**config.mk**
```make
export PLATFORM = sky130hd
export DESIGN_NAME = diffusion_stencil_coefficients
export DESIGN_NICKNAME = d
export VERILOG_FILES = /design/src/hw/rtl/dsc_pkg.sv /design/src/hw/rtl/diffusion_stencil_coefficients.sv /design/src/hw/rtl/dsc_datapath.sv /design/src/hw/rtl/dsc_ctrl.sv
export SDC_FILE = /design/constraint.sdc
export NUM_CORES = 2
export LEC_CHECK = 0
export BUFFER_PORTS_ARGS = -buffer_cell sky130_fd_sc_hd__buf_2
export CAP_MARGIN = 20
export CORE_MARGIN = 1.5
export CORE_UTILIZATION = 60
export DETAILED_ROUTE_END_ITERATION = 12
export HOLD_SLACK_MARGIN = 0.1
export PLACE_DENSITY = 0.83
export SLEW_MARGIN = 20
export SYNTH_ARGS = -nofsm -noshare
export SYNTH_HDL_FRONTEND = slang
export SYNTH_SLANG_ARGS = --single-unit
```
**constraint.sdc**
```tcl
create_clock -name clk_i -period 35.3 [get_ports clk_i]
set_clock_uncertainty 0.2 [all_clocks]
set_input_delay 7.06 -clock clk_i [delete_from_list [all_inputs] [get_ports clk_i]]
set_output_delay 7.06 -clock clk_i [all_outputs]
set_load 0.05 [all_outputs]
```
**src/hw/rtl/dsc_pkg.sv**
```systemverilog
// Package for the stencil coefficient block: payload structs, controller
// states, register indexes and command/status types. No dependencies.
package dsc_pkg;

  typedef struct packed {
    logic [31:0] dzt_south;
    logic [31:0] dzt_mid;
    logic [31:0] dzt_north;
    logic [7:0]  kmt_south;
    logic [7:0]  kmt_mid;
    logic [7:0]  kmt_north;
    logic signed [31:0] dtn;
    logic signed [31:0] dts;
    logic signed [31:0] dte;
    logic signed [31:0] dtw;
    logic        row_in_range;
  } req_t;

  typedef struct packed {
    logic signed [31:0] coef_north;
    logic signed [31:0] coef_south;
    logic signed [31:0] coef_east;
    logic signed [31:0] coef_west;
    logic signed [31:0] coef_center;
    logic [7:0]  column_index;
    logic        row_done;
  } rsp_t;

  localparam logic [1:0] RegColFirst  = 2'd0;
  localparam logic [1:0] RegColLast   = 2'd1;
  localparam logic [1:0] RegRowLength = 2'd2;
  localparam logic [1:0] RegLevel     = 2'd3;

  typedef enum logic [2:0] {
    StIdle, StDiv, StEmit, StEmitLast
  } state_e;

  typedef struct packed {
    logic capture;   // latch request, start sides
    logic step;      // one multiply or divider iteration
    logic emit_col;  // present column c-1 result
    logic emit_last; // present last column zero result
    logic commit;    // shift the window
  } cmd_t;

  typedef struct packed {
    logic has_prev;
    logic is_last;
    logic div_done;
  } sts_t;

endpackage

```
**src/hw/rtl/diffusion_stencil_coefficients.sv**
```systemverilog
// Five-point stencil coefficient generator, one grid column per request.
// The four side coefficients share one 32x32 multiplier and a
// one-bit-per-cycle 64-bit restoring divider. Each side takes one multiply
// and 64 divide steps. The controller sees the divider finish through its
// registered busy flag. The input is stalled from acceptance until the
// last result of that request leaves: the first column of a row gives no
// result, a middle column one and the last column two. A result that the
// receiver stalls holds off the next acceptance.
// Registers are written through the plain cfg port
// (0 col_first, 1 col_last, 2 row_length, 3 level).
module diffusion_stencil_coefficients #(
  parameter int MaxRow = 256
) (
  input  logic          clk_i,
  input  logic          rst_ni,
  input  logic          cfg_we_i,
  input  logic [1:0]    cfg_idx_i,
  input  logic [8:0]    cfg_data_i,
  input  logic          in_valid_i,
  output logic          in_stall_o,
  input  dsc_pkg::req_t in_data_i,
  output logic          out_valid_o,
  input  logic          out_stall_i,
  output dsc_pkg::rsp_t out_data_o
);
  import dsc_pkg::*;

  cmd_t cmd;
  sts_t sts;

  dsc_ctrl u_ctrl (
    .clk_i, .rst_ni, .in_valid_i, .in_stall_o, .out_valid_o, .out_stall_i,
    .sts_i(sts), .cmd_o(cmd)
  );

  dsc_datapath #(.MaxRow(MaxRow)) u_dp (
    .clk_i, .rst_ni, .cfg_we_i, .cfg_idx_i, .cfg_data_i,
    .req_i(in_data_i), .cmd_i(cmd), .sts_o(sts), .rsp_o(out_data_o)
  );

endmodule

```
**src/hw/rtl/dsc_datapath.sv**
```systemverilog
// Datapath: column window, config registers, shared multiplier and a
// restoring divider iterated over the four sides. Uses dsc_pkg.
module dsc_datapath #(
  parameter int MaxRow = 256
) (
  input  logic          clk_i,
  input  logic          rst_ni,
  input  logic          cfg_we_i,
  input  logic [1:0]    cfg_idx_i,
  input  logic [8:0]    cfg_data_i,
  input  dsc_pkg::req_t req_i,
  input  dsc_pkg::cmd_t cmd_i,
  output dsc_pkg::sts_t sts_o,
  output dsc_pkg::rsp_t rsp_o
);
  import dsc_pkg::*;

  localparam int Lim = (MaxRow < 256) ? MaxRow : 256;
  localparam logic [8:0] LimW = 9'(Lim);

  logic [7:0] col_first_q, col_last_q, level_q;
  logic [8:0] row_length_q;
  logic [7:0] cnt_q;
  logic [31:0] wh_q, ch_q, hs_q, hn_q;
  logic [7:0]  wk_q, ck_q, ks_q, kn_q;
  logic [31:0] dt_q [4];
  logic        act_q;
  req_t        r_q;

  // Divider state
  logic [1:0]  side_q;
  logic [5:0]  bit_q;
  logic        mul_q;
  logic [63:0] num_q;   // magnitude of product, shifted out during division
  logic [31:0] rem_q;
  logic        neg_q;
  logic        busy_q;
  logic signed [32:0] res_q [4];

  always_ff @(posedge clk_i or negedge rst_ni) begin
    if (!rst_ni) begin
      col_first_q <= 8'd2; col_last_q <= 8'd255;
      row_length_q <= 9'd256; level_q <= 8'd1;
    end else if (cfg_we_i) begin
      case (cfg_idx_i)
        RegColFirst:  col_first_q  <= cfg_data_i[7:0];
        RegColLast:   col_last_q   <= cfg_data_i[7:0];
        RegRowLength: row_length_q <= cfg_data_i;
        RegLevel:     level_q      <= cfg_data_i[7:0];
        default: ;
      endcase
    end
  end

  logic [8:0] len;
  always_comb begin
    len = row_length_q;
    if (len > LimW) len = LimW;
    if (len < 9'd3) len = 9'd3;
  end

  logic [7:0] ci;
  assign ci = cnt_q - 8'd1;
  logic act;
  assign act = act_q && (ci >= 8'd1) && ({1'b0, ci} + 9'd1 >= {1'b0, col_first_q})
             && ({1'b0, ci} + 9'd1 <= {1'b0, col_last_q}) && ({1'b0, ci} <= len - 9'd2);

  logic [31:0] nb;
  always_comb begin
    case (side_q)
      2'd0: nb = hn_q;
      2'd1: nb = hs_q;
      2'd2: nb = r_q.dzt_mid;
      default: nb = wh_q;
    endcase
  end
  logic [31:0] mn, dmag;
  logic        dneg;
  assign mn   = (nb < ch_q) ? nb : ch_q;
  assign dneg = dt_q[side_q][31];
  assign dmag = dneg ? (~dt_q[side_q] + 32'd1) : dt_q[side_q];

  logic [32:0] trial;
  assign trial = {rem_q, num_q[63]} - {1'b0, ch_q};

  always_ff @(posedge clk_i or negedge rst_ni) begin
    if (!rst_ni) begin
      cnt_q <= '0; wh_q <= '0; ch_q <= '0; hs_q <= '0; hn_q <= '0;
      wk_q <= '0; ck_q <= '0; ks_q <= '0; kn_q <= '0; act_q <= 1'b0;
      for (int j = 0; j < 4; j++) dt_q[j] <= '0;
      busy_q <= 1'b0; side_q <= '0; bit_q <= '0; mul_q <= 1'b0;
      r_q <= '0; num_q <= '0; rem_q <= '0; neg_q <= 1'b0;
    end else begin
      if (cmd_i.capture) begin
        r_q <= req_i; busy_q <= 1'b1; side_q <= '0; mul_q <= 1'b1;
      end else if (cmd_i.step && busy_q) begin
        if (mul_q) begin
          num_q <= 64'(dmag) * 64'(mn);
          neg_q <= dneg; rem_q <= '0; bit_q <= '0; mul_q <= 1'b0;
        end else begin
          if (!trial[32]) rem_q <= trial[31:0];
          else rem_q <= {rem_q[30:0], num_q[63]};
          num_q <= {num_q[62:0], ~trial[32]};
          if (bit_q == 6'd63) begin
            mul_q <= 1'b1;
            side_q <= side_q + 2'd1;
            if (side_q == 2'd3) busy_q <= 1'b0;
          end
          bit_q <= bit_q + 6'd1;
        end
      end
      if (cmd_i.emit_last) cnt_q <= '0;
      if (cmd_i.commit) begin
        wh_q <= ch_q; wk_q <= ck_q;
        ch_q <= r_q.dzt_mid; ck_q <= r_q.kmt_mid;
        hs_q <= r_q.dzt_south; hn_q <= r_q.dzt_north;
        ks_q <= r_q.kmt_south; kn_q <= r_q.kmt_north;
        dt_q[0] <= r_q.dtn; dt_q[1] <= r_q.dts;
        dt_q[2] <= r_q.dte; dt_q[3] <= r_q.dtw;
        act_q <= r_q.row_in_range;
        cnt_q <= cnt_q + 8'd1;
      end
    end
  end

  // Quotient of |dt*m|/h fits 33 bits signed since m <= h; capture at end.
  logic [63:0] qfin;
  assign qfin = {num_q[62:0], ~trial[32]};
  always_ff @(posedge clk_i) begin
    if (cmd_i.step && busy_q && !mul_q && bit_q == 6'd63) begin
      res_q[side_q] <= (ch_q == 32'd0) ? 33'sd0 :
        (neg_q ? -$signed({1'b0, qfin[31:0]}) : $signed({1'b0, qfin[31:0]}));
    end
  end

  logic [3:0] keep;
  assign keep[0] = level_q <= kn_q;
  assign keep[1] = level_q <= ks_q;
  assign keep[2] = level_q <= r_q.kmt_mid;
  assign keep[3] = level_q <= wk_q;

  logic signed [34:0] sum;
  logic signed [32:0] s [4];
  logic signed [35:0] ctr;
  always_comb begin
    for (int j = 0; j < 4; j++)
      s[j] = (act && level_q <= ck_q && keep[j]) ? res_q[j] : 33'sd0;
    sum = 35'(s[0]) + 35'(s[1]) + 35'(s[2]) + 35'(s[3]);
    ctr = -36'(sum);
    rsp_o = '0;
    if (cmd_i.emit_col) begin
      rsp_o.coef_north = s[0][31:0];
      rsp_o.coef_south = s[1][31:0];
      rsp_o.coef_east  = s[2][31:0];
      rsp_o.coef_west  = s[3][31:0];
      if (ctr > 36'sd2147483647) rsp_o.coef_center = 32'h7fffffff;
      else if (ctr < -36'sd2147483648) rsp_o.coef_center = 32'h80000000;
      else rsp_o.coef_center = ctr[31:0];
      rsp_o.column_index = ci;
    end else begin
      rsp_o.column_index = cnt_q;
      rsp_o.row_done = 1'b1;
    end
  end

  assign sts_o.has_prev = cnt_q != 8'd0;
  assign sts_o.is_last  = {1'b0, cnt_q} >= len - 9'd1;
  assign sts_o.div_done = !busy_q;

endmodule

```
**src/hw/rtl/dsc_ctrl.sv**
```systemverilog
// Controller state machine: sequences capture, divide, emit and window
// shift for one request. Uses dsc_pkg.
module dsc_ctrl (
  input  logic          clk_i,
  input  logic          rst_ni,
  input  logic          in_valid_i,
  output logic          in_stall_o,
  output logic          out_valid_o,
  input  logic          out_stall_i,
  input  dsc_pkg::sts_t sts_i,
  output dsc_pkg::cmd_t cmd_o
);
  import dsc_pkg::*;

  state_e state_q, state_d;

  always_ff @(posedge clk_i or negedge rst_ni) begin
    if (!rst_ni) state_q <= StIdle;
    else state_q <= state_d;
  end

  always_comb begin
    state_d = state_q;
    cmd_o = '0;
    in_stall_o = 1'b1;
    out_valid_o = 1'b0;
    case (state_q)
      StIdle: begin
        in_stall_o = 1'b0;
        if (in_valid_i) begin
          cmd_o.capture = 1'b1;
          state_d = StDiv;
        end
      end
      StDiv: begin
        cmd_o.step = 1'b1;
        if (sts_i.div_done) begin
          cmd_o.step = 1'b0;
          if (sts_i.has_prev) state_d = StEmit;
          else if (sts_i.is_last) state_d = StEmitLast;
          else begin
            cmd_o.commit = 1'b1;
            state_d = StIdle;
          end
        end
      end
      StEmit: begin
        out_valid_o = 1'b1;
        cmd_o.emit_col = 1'b1;
        if (!out_stall_i) begin
          if (sts_i.is_last) state_d = StEmitLast;
          else begin
            cmd_o.commit = 1'b1;
            state_d = StIdle;
          end
        end
      end
      StEmitLast: begin
        out_valid_o = 1'b1;
        cmd_o.emit_last = !out_stall_i;
        if (!out_stall_i) state_d = StIdle;
      end
      default: state_d = StIdle;
    endcase
  end

  a_emit_excl: assert property (@(posedge clk_i) disable iff (!rst_ni)
    !(cmd_o.emit_col && cmd_o.emit_last)) else $error("both emits");
  a_capture_idle: assert property (@(posedge clk_i) disable iff (!rst_ni)
    cmd_o.capture |=> state_q == StDiv) else $error("capture not followed");
  a_no_accept_busy: assert property (@(posedge clk_i) disable iff (!rst_ni)
    out_valid_o |-> in_stall_o) else $error("accept during emit");

endmodule
```
==> impl_results.md <==
- Footprint of the multi-input gates: 50200 um2
- Vias in the first global route: between 60000 and 70000
- Crit path largest cell delay: 670 ps
- Post-CTS Hold Fix Bufs: 0
- # rows: between 100 and 150
- Avg Cell Area, Syn: 9.37 um2
- Max_cap viols: 0
- Clock Latency Late Sink: 670 ps
- CP Class: reg2out
- Wire per inst: ~22 um
- # port buffers: 435
- Hold_sp: u_dp.r_q[62]
- Fin cells: a little over 10000
- Hold slack: 269 ps
- Bufs on Longest Clock Path: 3
- DRC Markers: 0
- Placed insts: 9975
- Largest family of logic cells by synthesized area: adder cells
- R2R setup slack: ~21000 ps
- Remaining Overflow, GRT: 0
- Total die area: 131000 um2
- Number of synthesized register bits: 820
- Via/cell ratio: 6.04
- First-pass GRT wire length: 356000 um
- Core area: 128000 um2
- YS warnings: 0
- GPL Wtd Cong: 1.01
- Max-slew violation count: 0
- Number of fill cells: about 9600
- Die X: 362 um
- DPL Wire Length: 166000 um
- Top cells by area, synth: fa_1, dfrtp_1, nand2_1, ha_1, inv_1
- TritonRoute pass-1 iters: 8
- Worst slew pin tran: ~1200 ps
- Max H-tree Level: 3
- Sequential Area: between 20000 and 25000 um2
- Layout cells sized above 1: 0.124
- RR Startpoint: u_dp.side_q[0]
- Wirelength, routed: 225000 um
- WP data required: 28040 ps
- Final Hold Vio Count: 0
- Initial Util: 0.605
- FMAX: between 0.05 and 0.06 GHz
- Die H: 362 um
- Share of the synthesized area in the top cell type: 0.250
- Multiplexer share of the synthesized area: 0.0607
- Final setup fails: 0
- Design area: 83900 um2
- Number of synthesized flops with an enable pin: approximately 130
- Initial antenna violation count: 7
- CP startpoint kind: flip-flop
- Compound-gate portion of the synthesized area: 0.0724
- Vias: slightly above 60000
- Ys flop type: dfrtp_1
- Layout net count: 10100
- Outcome: completed
- Unrepaired setup endpoints after global routing: no
- Mapped Cells: between 8000 and 9000
- Number of library cell types mapped by synthesis: around 90
- Final Cycle Share: 0.527
- Final Critical Period: 18600 ps
- R2R depth: 39
- ANT nets after route: 0
- Asr flop ratio synth: 0.839
- Hold path cells: 2
- Adder-cell share of the synthesized area: 0.328
- Synthesized cell area: between 70000 and 80000 um2
- Iteration-0 DRC Markers: 6233
- Sink Count: 820
- Post-place instance area: 80900 um2
- GR Util All Layers: 0.348
- Syn_nets: approximately 10000
- Hold/Removal Path Class: reg2reg
- TritonCTS buffer count: 81
- CP Capture Type: output pin
- Crit-path slowest cell: buf_4
- Final setup TNS: 0 ps
- Post-Synth XOR/XNOR Area: 0.0223
- CTS tree: built
- Post-CTS setup buffers: 0
- Hold Crit Endpoint: u_dp.r_q[62]
- Top-level I/O count: approximately 440
- Post-cts sizing count: 0
- Largest net degree at the start of global routing: 209
- Crit Reg-Reg Endpoint: u_dp.num_q[63]
- Slew HR: 0.208
- Area delta synth->final: 8.54%
- Clock slew at reported path FFs: ~60 ps
- Seq/Total Area, Yosys: 0.274
- Worst-path fanout max: 89
- Area leader, netlist: fa_1
- Simple-gate share of the synthesized area: 0.160
- CTS root buffer: clkbuf_16
- WP data arrival: 11340 ps
[metal layers]
layer | share of wire | wire (um) | up-vias | global-route usage
li1 | - | - | 26600 | -
met3 | 0.10 | 23000 | 759 | 0.0810
met4 | 0.056 | 12700 | 8 | 0.168
met1 | 0.38 | 85600 | 30500 | 0.451
met2 | 0.46 | 104000 | 3318 | 0.554
met5 | 0.00022 | 50 | - | 0
[flip-flops by register name, summed over array words and instances, names as in the netlist, 6 cells and up]
signal             flops
u_dp.hn_q             32
u_dp.ch_q             32
u_dp.ks_q              8
u_dp.bit_q             6
u_dp.wk_q              8
u_dp.kn_q              8
u_dp.dt_q            128
u_dp.rem_q            32
u_dp.ck_q              8
u_dp.wh_q             32
u_dp.col_last_q        8
u_dp.res_q           132
u_dp.num_q            64
u_dp.r_q             249
u_dp.hs_q             32
u_dp.row_length_q      9
u_dp.cnt_q             8
u_dp.level_q           8
u_dp.col_first_q       8
[cells in the final DEF, fill, tap and decap left out, types with 21 or more instances in the layout]
cell type  count
and4_1       101
buf_2        434
inv_1       1206
buf_4         94
nand2b_1      33
a21o_1        86
a222oi_1      32
nor2b_1       29
nor3_1        33
edfxtp_1     132
a21oi_1      173
fa_1         964
nand3_1      152
a31oi_1       21
o21bai_1      24
mux4_2        30
nand4_1       40
xor2_1        68
and2_1        76
or3_1         22
mux2_2       255
and3_1        94
o31ai_1       27
nand2_1     1831
nor2_1       348
mux2i_1      104
xnor2_1       97
clkbuf_16     83
o21a_1        68
ha_1         481
o21ai_0      293
dfrtp_1      674
[synth_stat cells (24+ instances only)]
| master | number |
|---|---|
| nand4_1 | 40 |
| o31ai_1 | 29 |
| ha_1 | 483 |
| and2_1 | 78 |
| nor3_1 | 33 |
| and3_1 | 94 |
| and4_1 | 101 |
| buf_1 | 29 |
| o21ai_0 | 295 |
| nor2_1 | 350 |
| a21oi_1 | 175 |
| buf_2 | 25 |
| fa_1 | 964 |
| nor2b_1 | 29 |
| inv_1 | 1207 |
| clkbuf_1 | 411 |
| nand2_1 | 1832 |
| mux2i_1 | 111 |
| xor2_1 | 86 |
| nand2b_1 | 33 |
| mux2_2 | 257 |
| xnor2_1 | 111 |
| o21a_1 | 68 |
| nand3_1 | 154 |
| dfrtp_1 | 677 |
| a21o_1 | 86 |
| a222oi_1 | 32 |
| o21bai_1 | 24 |
| edfxtp_1 | 132 |
| mux4_2 | 30 |
[cells by family (layout without fill, tap and decap cells)]
kind of cell             count (synthesis)  after routing
AO/OA/AOI/OAI                          874            874
XOR/XNOR                               197            197
adder cells (fa/ha/maj)               1447           1447
buffers and inverters                 1679           1892
flip-flops                             820            820
multiplexers                           399            399
other                                    0              3
AND/OR/NAND/NOR                       2833           2833
[worst max path at each step]
stage / to / startpoint / cells past startpoint
finish: out_data_o[16] / u_dp.row_length_q[3] / 37
floorplan: out_data_o[10] / u_dp.row_length_q[5] / 40
detailed placement: out_data_o[16] / u_dp.row_length_q[3] / 36
global route: out_data_o[17] / u_dp.row_length_q[3] / 37
global placement: out_data_o[16] / u_dp.row_length_q[3] / 36
CTS: out_data_o[16] / u_dp.row_length_q[3] / 36
[stage by stage]
step	worst slack, ps	util
3_3_place_gp	17490	0.634
3_5_place_dp	17180	0.634
6_report	16700	0.657
2_1_floorplan	19010	-
4_1_cts	16390	0.656
5_1_grt	15940	0.657
[area by class of cell]
type                            instances  area share
Antenna cell                            3   0.0000895
Clock buffer                          105      0.0272
Clock inverter                         43     0.00697
Inverter                             1210      0.0542
Multi-Input combinational cell       5750       0.598
Sequential cell                       820       0.253
Tap cell                             1662      0.0248
Timing Repair Buffer                  534      0.0358
[worst max-delay path, delay by kind of cell, from the launching register on]
family | cells | cell delay (ps)
buf+inv | 6 | 2270
compound gates | 15 | 3780
fa+ha+maj | 6 | 2190
flops | 1 | 450
simple gates | 10 | 1920
Power is left out: the tool's default activity adds up to more than one toggle a clock period on the data nets, which glitch-free logic cannot reach.
